==> config.mk <==
export PLATFORM = sky130hd
export DESIGN_NAME = wcr_mac
export DESIGN_NICKNAME = d
export VERILOG_FILES = /design/src/rtl/wcr_pkg.sv /design/src/rtl/wcr_mac.sv
export SDC_FILE = /design/constraint.sdc
export NUM_CORES = 1
export LEC_CHECK = 0
export BUFFER_PORTS_ARGS = -buffer_cell sky130_fd_sc_hd__buf_2
export CAP_MARGIN = 20
export CORE_UTILIZATION = 40
export DETAILED_ROUTE_END_ITERATION = 7
export GPL_ROUTABILITY_DRIVEN = 0
export HOLD_SLACK_MARGIN = 0.03
export PLACE_DENSITY_LB_ADDON = 0.2
export SKIP_LAST_GASP = 1
export SLEW_MARGIN = 0
export SYNTH_ARGS = -nofsm -noshare
export SYNTH_HDL_FRONTEND = slang
export SYNTH_SLANG_ARGS = --single-unit
==> constraint.sdc <==
create_clock -name clk -period 6.25 [get_ports clk]
set_input_delay 1.25 -clock clk [delete_from_list [all_inputs] [get_ports clk]]
set_output_delay 1.25 -clock clk [all_outputs]
set_load 0.03 [all_outputs]
==> src/rtl/wcr_pkg.sv <==
`timescale 1ns / 1ps
package wcr_pkg;

	localparam int DEF_MAX_WIDTH  = 64;
	localparam int DEF_MAX_HEIGHT = 64;
	localparam int DEF_MAX_KERNEL = 5;
	localparam int DEF_COEFF_BITS = 8;
	localparam int SLOT_COUNT     = 25;
	localparam int CFG_IDX_BITS   = 3;
	localparam int SUM_BITS       = 32;
	localparam int DIV_BITS       = 12;

	localparam logic [0:0] OP_STORE  = 1'b0;
	localparam logic [0:0] OP_FILTER = 1'b1;

	localparam logic [CFG_IDX_BITS-1:0] REG_WIDTH   = 3'd0;
	localparam logic [CFG_IDX_BITS-1:0] REG_HEIGHT  = 3'd1;
	localparam logic [CFG_IDX_BITS-1:0] REG_KSIZE   = 3'd2;
	localparam logic [CFG_IDX_BITS-1:0] REG_DIVISOR = 3'd3;
	localparam logic [CFG_IDX_BITS-1:0] REG_SLOTS0  = 3'd4;
	localparam logic [CFG_IDX_BITS-1:0] REG_SLOTS1  = 3'd5;
	localparam logic [CFG_IDX_BITS-1:0] REG_SLOTS2  = 3'd6;
	localparam logic [CFG_IDX_BITS-1:0] REG_SLOT24  = 3'd7;

	localparam logic [7:0] CHAN_MAX = 8'd255;

	typedef struct packed {
		logic [0:0] opcode;
		logic [5:0] pos_x;
		logic [5:0] pos_y;
		logic [7:0] in_red;
		logic [7:0] in_green;
		logic [7:0] in_blue;
	} wcr_in_t;

	typedef struct packed {
		logic [7:0] out_red;
		logic [7:0] out_green;
		logic [7:0] out_blue;
		logic       coord_error;
	} wcr_out_t;

	// Control between the sequencer and the divider.
	typedef struct packed {
		logic                       start;
		logic signed [SUM_BITS-1:0] dividend;
		logic [DIV_BITS-1:0]        divisor;
	} wcr_div_req_t;

	typedef struct packed {
		logic       done;
		logic [7:0] value;
	} wcr_div_rsp_t;

endpackage

==> src/rtl/wcr_mac.sv <==
`timescale 1ns / 1ps
// Multiply-accumulate for the three channels, one coefficient shared by all three.
module wcr_mac
	import wcr_pkg::*;
#(
	parameter int COEFF_BITS = DEF_COEFF_BITS
) (
	input  logic                       clk,
	input  logic                       clear,
	input  logic                       en,
	input  logic [23:0]                pix,
	input  logic signed [COEFF_BITS:0] coeff,
	output logic signed [SUM_BITS-1:0] sum_r,
	output logic signed [SUM_BITS-1:0] sum_g,
	output logic signed [SUM_BITS-1:0] sum_b
);

	logic signed [SUM_BITS-1:0] c_ext;
	assign c_ext = SUM_BITS'(coeff);

	always_ff @(posedge clk) begin
		if (clear) begin
			sum_r <= '0;
			sum_g <= '0;
			sum_b <= '0;
		end else if (en) begin
			sum_r <= sum_r + $signed({24'd0, pix[23:16]}) * c_ext;
			sum_g <= sum_g + $signed({24'd0, pix[15:8]}) * c_ext;
			sum_b <= sum_b + $signed({24'd0, pix[7:0]}) * c_ext;
		end
	end

endmodule

After elaboration in Yosys (flattened, before gate mapping)
Cells that the tools add are included.
- bits in registers: 96
- bits of input ports: 36
- output and inout port bits: 96
- logic and storage cells: 9
- add/subtract/negate cells: 3
- $mul: 3
- operators by type and width (kind ; count):
    32-bit by 18-bit adder with 32-bit output ; 3
    9-bit by 9-bit multiplier with 18-bit output ; 3

Logic depth before layout (Yosys ltp)
Gate-level depths: netlist of run 1.
- depth after elaboration: 2
- gate-level depth with buffers: 22
- depth with buffers taken out: 21

Worst setup path before layout of run 1
No wires, ideal clock.
- path kind: in2reg
- start point: in coeff[0]
- end point: reg sum_r[31]
- library setup time: 0.070 ns
- data arrival time: 6.424 ns
- required time: 6.180 ns
- setup slack: -0.244 ns
- stages on the path: 21
- buffers on the path: 1
- cell sequence: clkbuf_1 nand2_1 fa_1 inv_1 fa_1 inv_1 fa_1 inv_1 fa_1 inv_1 fa_1 inv_1 ha_1 bufinv_8 a211oi_4 o21a_4 a21oi_2 or4_4 and3_4 or4_1 a21oi_1
- cells in the longest elaborated chain, start to end: 2
- ends and longest elaborated chain (element ; line ; text):
    start: declaration ; wcr_mac.sv:12 ; input logic signed [COEFF_BITS:0] coeff,
    9-bit by 9-bit multiplier with 18-bit output ; wcr_mac.sv:27 ; sum_r <= sum_r + $signed({24'd0, pix[23:16]}) * c_ext;
    32-bit by 18-bit adder with 32-bit output ; wcr_mac.sv:27 ;
    end signal: assignment ; wcr_mac.sv:27 ;
    end: declaration ; wcr_mac.sv:13 ; output logic signed [SUM_BITS-1:0] sum_r,
No other way between the ends.
A chain may end at the register's enable or synchronous reset.

Worst setup path in the final report of run 1
- start point: in pix[13]
- end point: reg sum_g[29]
- cells in the longest elaborated chain, start to end: 2
- ends and longest elaborated chain (element ; line ; text):
    start: declaration ; wcr_mac.sv:11 ; input logic [23:0] pix,
    9-bit by 9-bit multiplier with 18-bit output ; wcr_mac.sv:28 ; sum_g <= sum_g + $signed({24'd0, pix[15:8]}) * c_ext;
    32-bit by 18-bit adder with 32-bit output ; wcr_mac.sv:28 ;
    end signal: assignment ; wcr_mac.sv:28 ;
    end: declaration ; wcr_mac.sv:14 ; output logic signed [SUM_BITS-1:0] sum_g,
No other way between the ends.

==> results.cfg, run 1 <==
[outcome]
outcome = finished clean

[yosys]
synth_top_area_frac = 0.229
syn_area_per_cell_um2 = 8.67
yosysUniqueCellTypes = 73
syn_inst = 1847
synth-async-reset-ratio = 0
yosys.area.top_type = ha_1
synth.cell_area_um2 = 16000
synth_edf_count = 0
synth_seq_area_share = 0.120
synth_flop_cell = dfxtp_1
synth_top_cells_by_area = ha_1 (23%), fa_1 (21%), dfxtp_1 (12%), inv_1 (6.3%), and2_1 (3.8%)
ys_seq_elements = 96
ys_warn_count = 0
synth_nets = 2347

[floorplanning]
initial_utilization = 0.409
die_h_um = 202
coreArea_um2 = 39100
io-pin-count = 132
num_rows = 72
dieArea_um2 = 40800
die_width_um = 202

[worst_setup_path]
required_ns = 6.52
ff2ff_setup_slack_ns = 1.90
worstPathCellList = buf_4, buf_4, and2_1, fa_1, fa_1, fa_1, fa_1, inv_1, fa_1, inv_1, ha_4, nand4_1, buf_4, o31ai_4, a31o_4, a21o_1, o2111ai_2, and4_1, or4_1
crit_top_cell = fa_1
r2r_start = sum_g[8]
cpPeakStageDelay_ns = 0.55
worstSetupPathType = in -> reg
arrival_ns = 6.37
critPathMaxFanout = 6
startpoint = pix[13]
critPathCaptureType = flop
crit_path_start_kind = primary input
cpMaxStageDelayCell = fa_1

[hold_path]
hp-class = reg -> reg
worstHoldStart = sum_r[31]

[sta]
worst_slack_ns = 0.150
slew_headroom = 0.446
maxSlewViolCount = 0
tightest_slew_ns = 0.831
holdWs_ns = 0.478
hold_violations = 0
clock_skew_ns = 0.0104
finalCriticalPeriod_ns = 6.10
fmaxAchievable_mhz = 164
rsz0062_at_grt = yes
setup_viol = 0
post-route-period-util = 0.976

[drt]
drc_errors = 0
vias_per_cell = 5.14
wl_per_cell_um = 16.0
ant_nets = 0
firstDrtPassIters = 5
drtIter0Drc = 541
totalWireLength_um = 42100
vias = 13600

[layout]
n_antenna_cell = 0
nNetsFinal = 2617
seq_area_um2 = 1920
multi_input_area_um2 = 13100
fin_area_um2 = 19400
nFillCells = 3812
syn_to_final_growth_pct = 21.1
layout-drive-gt1-share = 0.203

[placed_design]
dp_slack_ns = -0.483
hpwl_um = 34600
placed_area_um2 = 18600
io_buffers = 131

[clock_network]
ctsHoldBuffers = 0
clock_sinks = 96
path_clk_slew_ns = 0.08
cts_root_buf = clkbuf_16
cts_max_level = 3
cts_tree = yes
clockBufferDepth = 2
cts_buffers = 9
insertion_delay_ns = 0.40

[grt]
grt_pass1_wl_um = 69300
track_usage = 0.213
overflow = 0
antenna_found_initial = 0
grt_pass1_vias = 13700
grt_max_degree = 64

[job]
cap_violations = 0

[power]
finalPower_mw = 9.77
peakVddDrop_mv = 0.293
power_density_nw_per_um2 = 504
p_leak_nw = 10.5
==> synthesized netlist by cell type (6+ instances only) <==
library cell,number
nand4_1,18
o21a_1,6
nand3_1,21
a21oi_1,102
and2_1,96
a21o_1,37
nand2b_1,12
mux2i_1,59
xor2_1,22
a31oi_1,7
a211o_1,6
clkbuf_1,66
a211oi_1,19
nor2_1,140
nand2_1,147
xnor2_1,51
o21bai_1,13
o21ai_1,11
nor2b_1,11
nor3_1,23
o22ai_1,6
ha_1,293
and3_1,12
dfxtp_1,96
fa_1,171
o21ai_0,37
inv_1,270
==> flip-flops by register name, summed over array words and instances, names as in the netlist <==
register  count
sum_r        32
sum_g        32
sum_b        32
==> routing by layer <==
metal / wire, µm / share of wire / track usage / up-vias
li1: - / - / - / 6684
met1: 19500 / 0.46 / 0.282 / 6597
met2: 20000 / 0.48 / 0.354 / 230
met3: 1820 / 0.043 / 0.0366 / 44
met4: 805 / 0.019 / 0.0601 / 0
met5: 0 / 0 / 0 / -
==> layout make-up <==
| cell class | instances | share of cell area |
|---|---|---|
| multi-input combinational | 1406 | 0.678 |
| timing repair buffer | 332 | 0.120 |
| sequential | 96 | 0.0991 |
| inverter | 272 | 0.0535 |
| tap | 518 | 0.0334 |
| clock buffer | 9 | 0.0116 |
| clock inverter | 5 | 0.00426 |
==> metrics by stage <==
stage	instances	TNS (ns)	util
floorplan	1847	-0.0604	-
global placement	2615	-7.81	0.475
detailed placement	2615	-9.42	0.475
CTS	2629	0	0.483
global route	2638	-0.148	0.496
finish	2638	0	0.496
==> layout by cell type, fill, tap and decap left out, types with 7 or more instances in the layout <==
| cell type | instances |
|---|---|
| ha_1 | 280 |
| inv_1 | 263 |
| buf_4 | 195 |
| fa_1 | 171 |
| nand2_1 | 142 |
| nor2_1 | 138 |
| buf_2 | 116 |
| dfxtp_1 | 96 |
| a21oi_1 | 94 |
| and2_1 | 90 |
| mux2i_1 | 59 |
| xnor2_1 | 51 |
| a21o_1 | 37 |
| o21ai_0 | 36 |
| nor3_1 | 23 |
| xor2_1 | 22 |
| nand3_1 | 20 |
| nand4_1 | 18 |
| a211oi_1 | 17 |
| buf_6 | 14 |
| o21bai_1 | 13 |
| and3_1 | 12 |
| ha_4 | 12 |
| nor2b_1 | 11 |
| nand2b_1 | 10 |
| o21ai_1 | 10 |
| clkbuf_16 | 10 |
| and2_4 | 7 |
| inv_2 | 7 |
| a21oi_2 | 7 |
==> path summary, 6_finish.rpt <==
check                           cells past startpoint        end
worst max-delay path                               19  sum_g[29]
worst min-delay path                                2  sum_r[31]
worst min register to register                      2  sum_r[31]
worst max register to register                     18  sum_g[27]
==> power breakdown <==
part	leakage (nW)	internal, mW	switching [mW]	total, mW
Sequential	0.793	0.811	0.179	0.989
Combinational	9.55	3.85	4.29	8.14
Clock	0.152	0.348	0.293	0.641
==> critical path, delay by kind of cell <==
kind / cells / cell delay [ns]
fa+ha+maj: 6 / 2.70
compound gates: 4 / 0.78
simple gates: 4 / 1.06
buf+inv: 5 / 0.57
==> cell families (layout without fill, tap and decap cells) <==
| group | Yosys count | in the layout | synth area share |
|---|---|---|---|
| xor+xnor | 73 | 73 | 0.0399 |
| simple gates | 512 | 512 | 0.155 |
| fa+ha+maj | 464 | 464 | 0.443 |
| mux | 62 | 62 | 0.0390 |
| compound gates | 295 | 295 | 0.120 |
| flops | 96 | 96 | 0.120 |
| buf+inv | 345 | 618 | 0.0832 |
==> what timing repair did <==
item                       4_1_cts  5_1_grt
gates cloned                     0        1
setup endpoints to repair        2       31
pin swaps                        2       48
buffers inserted                 0        8
resized for setup                3       96
No activity file was read; power rests on OpenSTA's default activity.
==> run 2: changes to the inputs <==
--- a/constraint.sdc
+++ b/constraint.sdc
@@ -3,2 +3,2 @@
 set_output_delay 1.25 -clock clk [all_outputs]
-set_load 0.03 [all_outputs]
+set_load 0.1 [all_outputs]
==> run 2 against run 1 <==
Cell area about the same; largest power group unchanged; global-route usage up 0.13 points; largest cell class unchanged; sequential cell count unchanged.
==> results.cfg, run 2 (synthesis gave the netlist of run 1 again) <==
[job]
cap_violations = 0

[grt]
overflow = 0
grt_max_degree = 64
grt_pass1_vias = 13700
track_usage = 0.214
antenna_found_initial = 3
grt_pass1_wl_um = 69800

[sta]
holdWs_ns = 0.495
fin_tns_setup_ns = 0
setup_viol = 0
slew_headroom = 0.470
clock_skew_ns = 0.0124
tightest_slew_ns = 0.794
fmaxAchievable_mhz = 164
finalCriticalPeriod_ns = 6.12
hold_violations = 0
maxSlewViolCount = 0
post-route-period-util = 0.979

[power]
power_density_nw_per_um2 = 549
p_leak_nw = 10.5
peakVddDrop_mv = 0.306
finalPower_mw = 10.6

[clock_network]
clock_sinks = 96
cts_max_level = 3
insertion_delay_ns = 0.40
clockBufferDepth = 2
cts_root_buf = clkbuf_16
path_clk_slew_ns = 0.07
cts_tree = yes
cts_buffers = 9

[worst_setup_path]
critPathMaxFanout = 5
required_ns = 6.59
arrival_ns = 6.45
crit_path_start_kind = primary input
worstSetupPathType = in -> reg
critPathCaptureType = flop
cpMaxStageDelayCell = fa_1
cpPeakStageDelay_ns = 0.57
path_buf_inv = 6
worstPathCellList = buf_12, buf_12, and2_4, fa_1, inv_2, fa_1, inv_1, fa_1, fa_1, inv_1, fa_1, inv_2, ha_4, and2_4, nand2_4, a211oi_4, o21a_4, a21oi_4, or4_4, and3_4, or4_4, a21oi_2
cp_top_family = adder cells
crit_top_cell = fa_1

[drt]
wl_per_cell_um = 15.9
drc_errors = 0
ant_nets = 0
drtIter0Drc = 527
vias_per_cell = 5.09
totalWireLength_um = 42100
firstDrtPassIters = 5
vias = 13500

[hold_path]
hp-class = reg -> reg

[floorplanning]
initial_utilization = 0.409
dieArea_um2 = 40800
coreArea_um2 = 39100
num_rows = 72
die_h_um = 202
io-pin-count = 132
die_width_um = 202

[layout]
final_core_util = 0.496
syn_to_final_growth_pct = 21.1
final_common_cell = ha_1
layout-drive-gt1-share = 0.203
final_cell_mix = ha_1 (278), inv_1 (263), buf_4 (197)
largestRegisters = sum_b x32, sum_g x32, sum_r x32
fin_area_um2 = 19400
nNetsFinal = 2619

[outcome]
outcome = finished clean

[placed_design]
hpwl_um = 34400
placed_area_um2 = 18600
io_buffers = 131
## run 2: cell type report
| cell class | instances | area [µm²] |
|---|---|---|
| fill | 3848 | 19700 |
| sequential | 96 | 1920 |
| multi-input combinational | 1406 | 13100 |
| antenna | 1 | 2.50 |
| inverter | 272 | 1040 |
| timing repair buffer | 334 | 2360 |
| tap | 518 | 648 |
| clock inverter | 3 | 25.0 |
| clock buffer | 13 | 260 |
## run 2: where the power goes
group	total (mW)	internal, mW	switching (mW)
Sequential	0.990	0.811	0.179
Combinational	9.07	3.86	5.21
Clock	0.588	0.294	0.293
Total	10.6	4.97	5.68
## run 2: worst paths after layout
| check | slack (ns) | cells past startpoint | from | endpoint |
|---|---|---|---|---|
| worst min-delay path | 0.50 | 2 | sum_r[31] | sum_r[31] |
| worst min register to register | 0.50 | 2 | sum_r[31] | sum_r[31] |
| worst max register to register | 1.88 | 18 | sum_g[8] | sum_g[27] |
| worst max-delay path | 0.13 | 22 | coeff[4] | sum_r[31] |
## run 2: layer usage
layer  routed length [µm]  track usage  vias up  share of wire
met5                   33            0        -        0.00078
met4                  665       0.0582        4          0.016
met3                 1670       0.0389       39          0.040
met2                20100        0.360      206           0.48
met1                19700        0.280     6520           0.47
li1                     -            -     6696              -
## run 2: timing repair
| action | CTS | global route |
|---|---|---|
| hold buffers | 0 | 0 |
| pin swaps | 1 | 38 |
| buffers inserted | 0 | 5 |
| cloned | 0 | 1 |
| setup endpoints to repair | 2 | 27 |
| gates resized for setup | 2 | 92 |
## run 2: through the flow
step / setup WS [ns] / instances
2_1_floorplan: -0.0544 / 1847
3_3_place_gp: -0.421 / 2620
3_5_place_dp: -0.481 / 2620
4_1_cts: 0.0238 / 2636
5_1_grt: -0.0252 / 2642
6_report: 0.134 / 2643
## run 2: tightest hold or removal path: stages (launching register included)
cell and delay (ns):
dfxtp_1 0.33, o31ai_1 0.08, a21oi_2 0.05
