## config.mk

```make
export PLATFORM = sky130hd
export DESIGN_NAME = wcr_divider
export DESIGN_NICKNAME = d
export VERILOG_FILES = /design/src/rtl/wcr_pkg.sv /design/src/rtl/wcr_divider.sv
export SDC_FILE = /design/constraint.sdc
export NUM_CORES = 1
export LEC_CHECK = 0
export ABC_AREA = 1
export BUFFER_PORTS_ARGS = -buffer_cell sky130_fd_sc_hd__buf_2
export CORE_UTILIZATION = 37
export CTS_BUF_LIST = sky130_fd_sc_hd__clkbuf_8
export DETAILED_ROUTE_END_ITERATION = 10
export PLACE_DENSITY = 0.59
export SLEW_MARGIN = 0
export SYNTH_ARGS = -nofsm -noshare
export SYNTH_HDL_FRONTEND = slang
export SYNTH_SLANG_ARGS = --single-unit
```

## constraint.sdc

```tcl
create_clock -name clk -period 2 [get_ports clk]
set_clock_uncertainty 0.1 [all_clocks]
set_input_delay 0.3 -clock clk [delete_from_list [all_inputs] [get_ports clk]]
set_output_delay 0.3 -clock clk [all_outputs]
set_load 0.02 [all_outputs]
```

## src/rtl/wcr_pkg.sv

```systemverilog
`timescale 1ns / 1ps
package wcr_pkg;

	localparam int DEF_MAX_WIDTH  = 64;
	localparam int DEF_MAX_HEIGHT = 64;
	localparam int DEF_MAX_KERNEL = 5;
	localparam int DEF_COEFF_BITS = 8;
	localparam int SLOT_COUNT     = 25;
	localparam int CFG_IDX_BITS   = 3;
	localparam int SUM_BITS       = 32;
	localparam int DIV_BITS       = 12;

	localparam logic [0:0] OP_STORE  = 1'b0;
	localparam logic [0:0] OP_FILTER = 1'b1;

	localparam logic [CFG_IDX_BITS-1:0] REG_WIDTH   = 3'd0;
	localparam logic [CFG_IDX_BITS-1:0] REG_HEIGHT  = 3'd1;
	localparam logic [CFG_IDX_BITS-1:0] REG_KSIZE   = 3'd2;
	localparam logic [CFG_IDX_BITS-1:0] REG_DIVISOR = 3'd3;
	localparam logic [CFG_IDX_BITS-1:0] REG_SLOTS0  = 3'd4;
	localparam logic [CFG_IDX_BITS-1:0] REG_SLOTS1  = 3'd5;
	localparam logic [CFG_IDX_BITS-1:0] REG_SLOTS2  = 3'd6;
	localparam logic [CFG_IDX_BITS-1:0] REG_SLOT24  = 3'd7;

	localparam logic [7:0] CHAN_MAX = 8'd255;

	typedef struct packed {
		logic [0:0] opcode;
		logic [5:0] pos_x;
		logic [5:0] pos_y;
		logic [7:0] in_red;
		logic [7:0] in_green;
		logic [7:0] in_blue;
	} wcr_in_t;

	typedef struct packed {
		logic [7:0] out_red;
		logic [7:0] out_green;
		logic [7:0] out_blue;
		logic       coord_error;
	} wcr_out_t;

	// Control between the sequencer and the divider.
	typedef struct packed {
		logic                       start;
		logic signed [SUM_BITS-1:0] dividend;
		logic [DIV_BITS-1:0]        divisor;
	} wcr_div_req_t;

	typedef struct packed {
		logic       done;
		logic [7:0] value;
	} wcr_div_rsp_t;

endpackage

```

## src/rtl/wcr_divider.sv

```systemverilog
`timescale 1ns / 1ps
// Restoring divider, one quotient bit a cycle, truncation toward zero,
// result clamped to 0..255.
module wcr_divider
	import wcr_pkg::*;
(
	input  logic         clk,
	input  logic         arst_n,
	input  wcr_div_req_t req,
	output wcr_div_rsp_t rsp
);

	localparam int CNT_BITS = $clog2(SUM_BITS + 1);

	logic [SUM_BITS-1:0] quo_q;
	logic [DIV_BITS:0]   rem_q;
	logic [DIV_BITS-1:0] dvs_q;
	logic                neg_q;
	logic                busy_q;
	logic                done_q;
	logic [CNT_BITS-1:0] cnt_q;
	logic [DIV_BITS:0]   trial;
	logic                fits;
	logic [7:0]          value;

	assign trial = {rem_q[DIV_BITS-1:0], quo_q[SUM_BITS-1]};
	assign fits  = trial >= {1'b0, dvs_q};

	// Iterate one bit per cycle over the magnitude.
	always_ff @(posedge clk or negedge arst_n) begin
		if (!arst_n) begin
			busy_q <= 1'b0;
			cnt_q  <= '0;
			done_q <= 1'b0;
			quo_q  <= '0;
			neg_q  <= 1'b0;
			dvs_q  <= '0;
			rem_q  <= '0;
		end else begin
			done_q <= 1'b0;
			if (req.start) begin
				busy_q <= 1'b1;
				cnt_q  <= CNT_BITS'(SUM_BITS);
				quo_q  <= req.dividend[SUM_BITS-1] ? SUM_BITS'(-req.dividend)
					: SUM_BITS'(req.dividend);
				neg_q  <= req.dividend[SUM_BITS-1];
				dvs_q  <= req.divisor;
				rem_q  <= '0;
			end else if (busy_q) begin
				rem_q <= fits ? trial - {1'b0, dvs_q} : trial;
				quo_q <= {quo_q[SUM_BITS-2:0], fits};
				cnt_q <= cnt_q - 1'b1;
				if (cnt_q == CNT_BITS'(1)) begin
					busy_q <= 1'b0;
					done_q <= 1'b1;
				end
			end
		end
	end

	// Clamp: a negative quotient gives zero, one above 255 gives 255.
	always_comb begin
		priority if (neg_q) value = 8'd0;
		else if (quo_q > SUM_BITS'(CHAN_MAX)) value = CHAN_MAX;
		else value = quo_q[7:0];
	end

	assign rsp = '{done: done_q, value: value};

endmodule

```

==> Word level (Yosys, flattened, before mapping) <==
Index checks and enable logic that the tools add are counted.
{ "totals": {"out_inout_bits": 9, "word_cells": 30, "reg_bits": 65} }
{ "op_classes": {"n_reduce_logical": 1, "eq_ne": 1, "add_sub_neg": 3, "muxes": 16, "order_cmp": 2} }
{ "ops": {"columns": ["op", "count"], "rows": [
  ["$mux 32", 3],
  ["$mux 12", 3],
  ["$gt 32x8->1 const B", 1],
  ["$neg 32->32", 1],
  ["$mux 8", 2],
  ["$ge 13x12->1", 1],
  ["$mux 6", 2],
  ["$sub 12x12->12", 1],
  ["$eq 6x1->1 const B", 1],
  ["$mux 1", 6],
  ["$sub 6x1->6 const B", 1],
  ["$reduce_bool 2->1", 1]
]} }

==> Longest topological paths before layout <==
Gate-level depths: netlist (run 1).
{ "depth": {"depth_word": 4, "ltp_mapped": 13, "depth_no_buf": 13} }

==> Worst setup path after synthesis (run 1) <==
Ideal clock, no wire load.
{ "synth_timing": {"path_type": "register to register", "start": "register rem_q[1]", "end": "register rem_q[2]", "setup_time_ns": 0.124, "setup_slack_ns": 0.066, "stages_incl_launch_ff": 11, "t_arrival_ns": 1.710, "period_less_slack_ns": 1.934, "n_path_buf": 1, "cell_sequence": "dfrtp_1 -> ha_1 -> a21oi_2 -> nand2_1 -> nand2_1 -> nand2_1 -> nand2_4 -> nand3_4 -> buf_8 -> nor2_2 -> o21bai_2"} }
{ "synth_between": {"elab_chain_len": 4} }
{ "synth_rtl": {"columns": ["item", "line_no", "source"], "rows": [
  ["start: declaration", "wcr_divider.sv:16", "logic [DIV_BITS:0] rem_q;"],
  ["start signal: assignment", "wcr_divider.sv:50", "rem_q <= fits ? trial - {1'b0, dvs_q} : trial;"],
  ["$sub 12x12->12 or $ge 13x12->1 (tied branches)", "wcr_divider.sv:50, wcr_divider.sv:27", null],
  ["$mux 12 (*)", "wcr_divider.sv:50", null],
  ["$mux 12 (*)", "wcr_divider.sv:49", "end else if (busy_q) begin"],
  ["$mux 12 (*)", "wcr_divider.sv:41", "if (req.start) begin"]
]} }
Every way passes the cells marked *; elsewhere a longest branch is shown, timed or not. The select of a mux whose other input is x is not followed.
A chain may end at the register's enable or synchronous reset.

==> results.py, run 1 <==
metrics = {
    "placement": {
        "portBuffers": 55,
        "placed_area_um2": 5510,
        "routabilityCongestion": 0.879,
        "preCtsSetupSlack_ns": -0.0328,
        "hpwl_um": 10400,
    },
    "floorplanning": {
        "num_rows": 41,
        "core_um2": 12600,
        "initial_core_util_pct": 37.9,
        "die_y_um": 116,
        "dieArea_um2": 13400,
        "dieWidth_um": 116,
        "io_pins": 56,
    },
    "route": {
        "ant_nets": 0,
        "drt-initial-drc-count": 331,
        "via_per_inst": 4.96,
        "drt-total-wl_um": 14200,
        "wl_per_cell_um": 14.1,
        "dr.pass1.iters": 5,
        "post-route-drc-count": 0,
        "via_count": 4974,
    },
    "job": {
        "maxCapViolCount": 0,
    },
    "sta": {
        "slew_headroom_pct": 58.5,
        "clock.fmax_mhz": 457,
        "tns_ns": -1.46,
        "finalCriticalPeriod_ns": 2.19,
        "setup_viol": 8,
        "report.final.slew_viol_count": 0,
        "period_share_pct": 109,
        "finalHoldViolCount": 0,
        "fin_ws_ns": -0.186,
        "rsz0062_at_grt": "true",
        "worstMarginPinSlew_ns": 0.622,
    },
    "finish": {
        "area_growth_pct": 28.4,
        "fill_cells": 1324,
        "final_cell_area_um2": 6140,
        "final_nets": 889,
        "final_cell_mix": "nand2_1 (256), inv_1 (72), nor2_1 (67)",
        "drive_gt1_share_pct": 24.1,
        "diodes": 0,
        "layout_commonest_cell": "nand2_1",
        "finish.utilization_pct": 48.7,
    },
    "status": {
        "outcome": "finished with violations",
        "violations": "negative setup slack",
    },
    "logic_synthesis": {
        "ys_seq_elements": 65,
        "synth_edf_count": 0,
        "synth-seq-area-share_pct": 34.0,
        "syn_area_um2": 4780,
        "async_flop_share_pct": 100,
        "synth_ff_type": "dfrtp_1",
        "syn_area_per_cell_um2": 6.55,
        "syn_inst": 730,
        "yosys_warnings": 0,
        "yosysUniqueCellTypes": 39,
        "synth_nets": 793,
    },
    "setup_path": {
        "r2r-end": "rem_q[8]$_DFFE_PN0P_",
        "ff2ff_path_depth": 12,
        "reg2reg_slack_ns": 0.01,
        "critPathCaptureType": "primary output",
        "critPathMaxFanout": 8,
        "cp.arrival_ns": 1.79,
        "path_class": "flop to primary output",
        "critPathLaunchType": "flop",
        "cp.required_ns": 1.60,
        "r2r_start": "quo_q[31]$_DFFE_PN0P_",
    },
    "clock_network": {
        "clk_pin_slew_ns": 0.08,
        "cts_root_buf": "clkbuf_8",
        "cts_buffers": 9,
        "clock_latency_ns": 0.35,
        "h-tree-depth": 3,
        "clk_path_buf_depth": 2,
        "cts.sinks": 65,
        "cts_tree": "yes",
    },
    "hold_path": {
        "hold_path_class": "input pin to flop",
        "worstHoldStart": "req[2]",
        "hold_depth": 3,
        "min_to": "dvs_q[2]$_DFFE_PN0P_",
    },
    "grt": {
        "antenna_found_initial": 0,
        "grt_max_degree": 66,
        "grt_remaining_overflow": 0,
        "grt_pass1_vias": 4820,
        "grt_pass1_wl_um": 22700,
        "track_usage_pct": 22.0,
    },
    "pwr": {
        "peakVddDrop_uv": 429,
        "power.total_mw": 5.90,
        "power.density_nw_per_um2": 961,
        "p_leak_nw": 3.07,
    },
}
[stage by stage]
step	hold WS, ns	std cells
5_1_grt	0.0587	1003
6_report	0.0600	1003
3_5_place_dp	0.247	976
2_1_floorplan	-0.0956	730
4_1_cts	0.0416	996
3_3_place_gp	0.246	976
[repair_timing]
item                                    CTS  global route
endpoints found under the setup margin   14            21
hold buffers                              1             0
setup buffers                             3             7
hold endpoints to repair                 65             0
pin swaps                                 5            24
resized for setup                         7            68
[per-layer routing]
| layer | global-route usage [%] | part of all wire, % | wire length, um | vias up |
|---|---|---|---|---|
| met3 | 4.39 | 4.0 | 565 | 19 |
| met4 | 7.44 | 2.1 | 298 | 0 |
| met5 | 0 | 0 | 0 | - |
| met1 | 27.5 | 45 | 6430 | 2334 |
| met2 | 38.0 | 49 | 6890 | 103 |
| li1 | - | - | - | 2518 |
[final cells by class]
| type | instances | area [um^2] | share of cell area (%) |
|---|---|---|---|
| flip-flops and latches | 65 | 1630 | 26.5 |
| clock buffers | 11 | 151 | 2.47 |
| inverters | 79 | 299 | 4.87 |
| multi-input cells | 561 | 3050 | 49.7 |
| repair buffers | 110 | 741 | 12.1 |
| well taps | 172 | 215 | 3.50 |
| clock inverters | 5 | 55.1 | 0.896 |
[synth_stat cells, types with 7 or more instances]
| master | instances | share of area, % |
|---|---|---|
| nand2_1 | 270 | 21 |
| nor4_1 | 7 | 0.92 |
| o21ai_0 | 60 | 6.3 |
| nand3_1 | 45 | 4.7 |
| nand4_1 | 17 | 2.2 |
| ha_1 | 15 | 3.9 |
| nor2_1 | 69 | 5.4 |
| a21oi_1 | 20 | 2.1 |
| xnor2_1 | 9 | 1.6 |
| inv_1 | 77 | 6.0 |
| dfrtp_1 | 65 | 34 |
| clkbuf_1 | 16 | 1.3 |
| xor2_1 | 15 | 2.7 |
[power by group]
part / total (mW) / internal (mW) / switching, mW
registers: 1.76 / 1.55 / 0.214
logic: 2.96 / 1.32 / 1.63
clock network: 1.18 / 0.639 / 0.539
total: 5.90 / 3.51 / 2.39
[worst max-delay path, stage by stage, from the launching register on]
cell and delay (ns):
dfrtp_1 0.40, nor4_2 0.28, nand4_1 0.14, nor3_2 0.19, buf_4 0.18, a21oi_1 0.07, buf_2 0.17
[flip-flops by register name, summed over array words and instances, names as in the netlist]
name    cells
busy_q      1
done_q      1
dvs_q      12
neg_q       1
cnt_q       6
quo_q      32
rem_q      12
[kinds of logic after synthesis]
group	Yosys count	synth area share, %
flip-flops	65	34.0
AND/OR/NAND/NOR	431	38.3
buffers and inverters	104	8.61
AO/OA/AOI/OAI	90	10.3
XOR/XNOR	24	4.40
adder cells (fa/ha/maj)	16	4.34
[worst max path at each step]
stage	end	start	depth (start not counted)	slack (ns)
2_1_floorplan	rem_q[2]$_DFFE_PN0P_	rem_q[1]$_DFFE_PN0P_	10	0.07
3_3_place_gp	rem_q[9]$_DFFE_PN0P_	rem_q[4]$_DFFE_PN0P_	9	-0.0004
3_5_place_dp	rem_q[9]$_DFFE_PN0P_	rem_q[4]$_DFFE_PN0P_	9	-0.03
4_1_cts	rsp[2]	quo_q[23]$_DFFE_PN0P_	6	-0.15
5_1_grt	rsp[6]	quo_q[22]$_DFFE_PN0P_	6	-0.26
6_report	rsp[4]	quo_q[22]$_DFFE_PN0P_	6	-0.19
(Power assumes the default switching activity.)
==> run 2: changes to the inputs <==
--- a/config.mk
+++ b/config.mk
@@ -8,7 +8,6 @@
 export ABC_AREA = 1
 export BUFFER_PORTS_ARGS = -buffer_cell sky130_fd_sc_hd__buf_2
 export CORE_UTILIZATION = 37
-export CTS_BUF_LIST = sky130_fd_sc_hd__clkbuf_8
 export DETAILED_ROUTE_END_ITERATION = 10
 export PLACE_DENSITY = 0.59
 export SLEW_MARGIN = 0
==> run 2 against run 1 <==
The flow still finishes with violations (negative setup slack). Flip-flop and latch count stayed put. Sequential share of layout area is 0.47 points lower. Non-clock buffer count is 1 higher. Die area stayed put. Critical path depth stayed put. Combinational power hardly changed. Largest cell class unchanged. Largest power group unchanged.
==> results.py, run 2 (same netlist as run 1, synthesis figures left out) <==
metrics = {
    "status": {
        "violations": "negative setup slack",
        "outcome": "finished with violations",
    },
    "floorplanning": {
        "dieWidth_um": 116,
        "dieArea_um2": 13400,
        "die_y_um": 116,
        "io_pins": 56,
        "initial_core_util_pct": 37.9,
        "core_um2": 12600,
        "num_rows": 41,
    },
    "finish": {
        "final_cells": 1004,
        "layout_commonest_cell": "nand2_1",
        "drive_gt1_share_pct": 24.4,
        "largest-register": "quo_q",
        "final_cell_mix": "nand2_1 (255), inv_1 (71), nor2_1 (67)",
        "largestRegisters": "quo_q (32), dvs_q (12), rem_q (12)",
        "area_growth_pct": 30.9,
        "largest_reg_flops": 32,
        "final_nets": 890,
        "diodes": 0,
    },
    "grt": {
        "antenna_found_initial": 0,
        "track_usage_pct": 22.2,
        "grt_remaining_overflow": 0,
        "grt_max_degree": 66,
        "grt_pass1_wl_um": 22800,
        "grt_pass1_vias": 4819,
    },
    "sta": {
        "worstMarginPinSlew_ns": 0.614,
        "finalHoldViolCount": 0,
        "rsz0062_at_grt": "true",
        "holdWs_ns": 0.0764,
        "period_share_pct": 109,
        "report.final.slew_viol_count": 0,
        "tns_ns": -1.35,
        "slew_headroom_pct": 59.0,
        "setup_viol": 9,
        "finalCriticalPeriod_ns": 2.18,
        "fin_ws_ns": -0.177,
        "clock.fmax_mhz": 459,
    },
    "setup_path": {
        "slowest_delay_ns": 0.41,
        "path_class": "flop to primary output",
        "path_cells": "nor4_2, nand2_1, nor3_2, buf_4, a21oi_1, buf_2",
        "cp.arrival_ns": 1.78,
        "cp.required_ns": 1.60,
        "crit_buf_inv": 2,
        "critPathLaunchType": "flop",
        "critPathMaxFanout": 8,
        "crit_family": "simple AND/OR/NAND/NOR gates",
        "critPathCaptureType": "primary output",
        "cp_slowest_cell": "dfrtp_1",
    },
    "pwr": {
        "power.density_nw_per_um2": 1020,
        "p_leak_nw": 3.12,
        "power.share.clock_pct": 25.5,
        "p_switching_mw": 2.47,
        "p_comb_share_pct": 46.7,
        "sw_frac_of_total_pct": 38.6,
        "peakVddDrop_uv": 515,
        "pwr-share-seq_pct": 27.8,
        "power.total_mw": 6.40,
        "p_int_mw": 3.93,
    },
    "route": {
        "via_count": 4975,
        "via_per_inst": 4.96,
        "dr.pass1.iters": 5,
        "drt-initial-drc-count": 319,
        "wl_per_cell_um": 14.2,
        "drt-total-wl_um": 14300,
        "ant_nets": 0,
        "post-route-drc-count": 0,
    },
    "clock_network": {
        "cts.sinks": 65,
        "h-tree-depth": 3,
        "cts_buffers": 9,
        "clock_latency_ns": 0.34,
        "clk_path_buf_depth": 2,
        "cts_tree": "yes",
        "clk_pin_slew_ns": 0.05,
        "cts_root_buf": "clkbuf_16",
    },
    "placement": {
        "dp.cells": 976,
        "routabilityCongestion": 0.879,
        "hpwl_um": 10400,
        "portBuffers": 55,
    },
    "hold_path": {
        "hold_path_class": "input pin to flop",
    },
    "job": {
        "maxCapViolCount": 0,
    },
}
-- run 2: power groups by stage --
stage               registers [mW]  clock network [mW]  logic [mW]
floorplan                     1.68                   0        1.61
global placement              1.73                   0        2.38
detailed placement            1.73                   0        2.40
CTS                           1.72                1.66        2.45
global route                  1.80                1.71        3.32
finish                        1.78                1.63        2.99
-- run 2: stage by stage --
stage                     utilization, %  area, um^2  setup WS (ns)
after global placement              43.7        5510      -0.000416
after CTS                           46.6        5880         -0.123
after global routing                49.6        6260         -0.232
after detailed placement            43.7        5510        -0.0328
after floorplan                        -        4780         0.0662
final                               49.6        6260         -0.177
-- run 2: layout make-up --
cell class	instances	area (um^2)
Clock inverter	4	51.3
Multi-Input combinational cell	561	3060
Tap cell	172	215
Inverter	79	299
Timing Repair Buffer	111	746
Sequential cell	65	1630
Fill cell	1300	6360
Clock buffer	12	256
-- run 2: final timing paths --
check	slack (ns)	start	depth (start not counted)	end
hold reg to reg	0.38	quo_q[18]$_DFFE_PN0P_	2	quo_q[18]$_DFFE_PN0P_
max in group asynchronous	1.08	arst_n	3	rem_q[6]$_DFFE_PN0P_
setup / recovery	-0.18	quo_q[27]$_DFFE_PN0P_	6	rsp[4]
setup reg to reg	-0.02	rem_q[8]$_DFFE_PN0P_	10	rem_q[10]$_DFFE_PN0P_
min in group asynchronous	0.41	arst_n	3	rem_q[4]$_DFFE_PN0P_
hold / removal	0.08	req[2]	3	dvs_q[2]$_DFFE_PN0P_
-- run 2: timing repair --
| item | 4_1_cts | 5_1_grt |
|---|---|---|
| pin swaps | 5 | 24 |
| endpoints found under the hold margin | 65 | 0 |
| setup endpoints to repair | 16 | 21 |
| cloned | 0 | 1 |
| hold buffers | 1 | 0 |
| setup buffers | 2 | 8 |
| resized for setup | 7 | 71 |
-- run 2: layer usage --
metal	up-vias	GRT usage (%)	part of all wire (%)
li1	2524	-	-
met1	2314	27.5	45
met2	109	38.9	49
met3	28	4.08	3.9
met4	0	7.18	2.7
met5	-	0	0
-- run 2: tightest hold or removal path: stages --
cell	delay, ns
buf_2	0.07
nand2_1	0.04
o21ai_0	0.06
==> run 3: changes to the inputs <==
--- a/config.mk
+++ b/config.mk
@@ -10,6 +10,7 @@
 export CORE_UTILIZATION = 37
 export DETAILED_ROUTE_END_ITERATION = 10
 export PLACE_DENSITY = 0.59
+export REMOVE_ABC_BUFFERS = 1
 export SLEW_MARGIN = 0
 export SYNTH_ARGS = -nofsm -noshare
 export SYNTH_HDL_FRONTEND = slang
==> run 3 against run 2 <==
The run still ends with negative setup slack left. Combinational power increased by 3%. Maximum frequency decreased by 5.1%. First-iteration DRC count increased by 10%. Wire length decreased by 0.53%. Via count increased by 0.66%. Worst hold slack got worse by 0.012 ns. Setup slack got worse by 0.12 ns. Cell count about the same. Non-clock buffer count increased by 1. Clock-buffer cell count decreased by 1. Register-to-register slack improved by 0.05 ns. Sequential power decreased by 2%. Critical endpoint is now rsp[6]. Highest routed layer unchanged.
==> results.py, run 3 (same netlist as run 1, synthesis figures left out) <==
metrics = {
    "pwr": {
        "power.share.clock_pct": 26.7,
        "power.total_mw": 6.58,
        "power.density_nw_per_um2": 1040,
        "p_comb_share_pct": 46.8,
        "p_leak_nw": 3.18,
        "pwr-share-seq_pct": 26.5,
        "p_int_mw": 4.10,
        "peakVddDrop_uv": 513,
        "sw_frac_of_total_pct": 37.7,
        "p_switching_mw": 2.48,
    },
    "finish": {
        "finish.utilization_pct": 50.1,
        "multi_input_area_um2": 3070,
        "final_nets": 891,
        "regArea_um2": 1630,
        "area_growth_pct": 32.3,
        "fill_cells": 1297,
        "final_cells": 1005,
        "largest_reg_flops": 32,
        "diodes": 0,
        "final_cell_mix": "nand2_1 (256), inv_1 (72), nor2_1 (67)",
        "drive_gt1_share_pct": 24.4,
        "largestRegisters": "quo_q (32), dvs_q (12), rem_q (12)",
        "final_cell_area_um2": 6330,
        "layout_commonest_cell": "nand2_1",
        "largest-register": "quo_q",
    },
    "status": {
        "outcome": "finished with violations",
        "violations": "negative setup slack",
    },
    "clock_network": {
        "cts.sinks": 65,
        "clock_latency_ns": 0.34,
        "cts_buffers": 9,
        "clk_path_buf_depth": 2,
        "h-tree-depth": 3,
        "cts_tree": "yes",
        "clk_pin_slew_ns": 0.06,
        "cts_root_buf": "clkbuf_16",
    },
    "sta": {
        "fin_ws_ns": -0.295,
        "setup_viol": 8,
        "period_share_pct": 115,
        "rsz0062_at_grt": "true",
        "clock.fmax_mhz": 436,
        "report.final.slew_viol_count": 0,
        "finalHoldViolCount": 0,
        "slew_headroom_pct": 64.6,
        "finalCriticalPeriod_ns": 2.29,
        "worstMarginPinSlew_ns": 0.524,
    },
    "setup_path": {
        "ff2ff_path_depth": 10,
        "cp.required_ns": 1.60,
        "reg2reg_slack_ns": 0.03,
        "critPathCaptureType": "primary output",
        "r2r-end": "rem_q[10]$_DFFE_PN0P_",
        "critPathMaxFanout": 8,
        "cp_slowest_cell": "dfrtp_1",
        "slowest_delay_ns": 0.39,
        "crit_family": "simple AND/OR/NAND/NOR gates",
        "critPathLaunchType": "flop",
        "cp.arrival_ns": 1.89,
        "path_cells": "buf_4, nor4_4, nand2_2, nor3_4, buf_6, a21oi_1, buf_2",
        "crit_buf_inv": 3,
        "path_class": "flop to primary output",
        "r2r_start": "rem_q[10]$_DFFE_PN0P_",
    },
    "hold_path": {
        "min_to": "dvs_q[0]$_DFFE_PN0P_",
        "hold_depth": 3,
        "worstHoldStart": "req[0]",
        "hold_path_class": "input pin to flop",
    },
    "grt": {
        "track_usage_pct": 22.1,
        "grt_pass1_vias": 4710,
        "grt_pass1_wl_um": 22800,
        "grt_remaining_overflow": 0,
        "antenna_found_initial": 0,
        "grt_max_degree": 66,
    },
    "floorplanning": {
        "initial_core_util_pct": 37.9,
        "dieWidth_um": 116,
        "num_rows": 41,
        "io_pins": 56,
        "core_um2": 12600,
        "die_y_um": 116,
        "dieArea_um2": 13400,
    },
    "route": {
        "ant_nets": 0,
        "wl_per_cell_um": 14.1,
        "wl_met2_um": 7000,
        "via_per_inst": 4.98,
        "dr.pass1.iters": 5,
        "wl_met1_um": 6380,
        "drt-total-wl_um": 14200,
        "post-route-drc-count": 0,
        "drt-initial-drc-count": 352,
        "wl_met3_um": 581,
        "highest_layer": "met4",
        "via_count": 5008,
    },
    "placement": {
        "routabilityCongestion": 0.908,
        "placed_area_um2": 5550,
        "dp.cells": 979,
        "portBuffers": 55,
        "hpwl_um": 10400,
    },
    "job": {
        "maxCapViolCount": 0,
    },
}
run 3: changes by cell type in the layout (fill, tap and decap cells not counted), moves of 2 or more:
cell | before | now
nand3_1 | 36 | 34
dfrtp_2 | 4 | 0
a21oi_2 | 4 | 9
ha_1 | 5 | 7
a21oi_1 | 17 | 12
buf_6 | 6 | 8
buf_2 | 55 | 49
dfrtp_1 | 61 | 65
buf_4 | 47 | 51
ha_4 | 10 | 8
run 3: final cells by class:
class,count,area share [%]
Multi-Input combinational cell,561,48.5
Sequential cell,65,25.7
Timing Repair Buffer,112,12.5
Inverter,79,4.73
Clock buffer,11,3.99
Tap cell,172,3.40
Clock inverter,5,1.23
run 3: worst max path at each step:
| stage | start | to | slack (ns) | cells after the start |
|---|---|---|---|---|
| finish | quo_q[31]$_DFFE_PN0P_ | rsp[6] | -0.29 | 7 |
| global route | quo_q[23]$_DFFE_PN0P_ | rsp[2] | -0.39 | 7 |
| CTS | quo_q[22]$_DFFE_PN0P_ | rsp[7] | -0.28 | 6 |
| detailed placement | quo_q[26]$_DFFE_PN0P_ | rsp[7] | -0.05 | 7 |
| global placement | quo_q[31]$_DFFE_PN0P_ | rsp[3] | -0.03 | 7 |
| floorplan | busy_q$_DFF_PN0_ | quo_q[2]$_DFFE_PN0P_ | -0.23 | 3 |
run 3: what timing repair did:
action	CTS	global route
endpoints found under the hold margin	65	0
pin swaps	1	27
gates resized for setup	3	81
setup buffers	0	9
endpoints found under the setup margin	9	21
hold buffers	1	0
run 3: power by group through the flow:
stage	Combinational, mW	Sequential, mW	Clock (mW)
2_1_floorplan	1.53	1.69	0
3_3_place_gp	2.44	1.71	0
3_5_place_dp	2.46	1.72	0
4_1_cts	2.48	1.71	1.79
5_1_grt	3.41	1.78	1.86
6_report	3.08	1.74	1.76
run 3: metal layers:
metal / GRT usage [%] / vias to the layer above
met4: 6.58 / 0
li1: - / 2518
met3: 3.92 / 18
met5: 0 / -
met2: 38.4 / 137
met1: 27.9 / 2335
run 3: tightest hold or removal path, stage by stage:
cell,delay [ns]
buf_2,0.08
nand2_1,0.04
nand2_1,0.05
run 3: per-stage QoR:
stage	setup WS [ns]	setup TNS [ns]	hold WS, ns
3_5_place_dp	-0.0451	-0.330	0.248
4_1_cts	-0.282	-2.21	0.0559
6_report	-0.295	-2.25	0.0643
5_1_grt	-0.389	-3.46	0.0604
3_3_place_gp	-0.0262	-0.197	0.247
2_1_floorplan	-0.232	-3.89	-0.0956
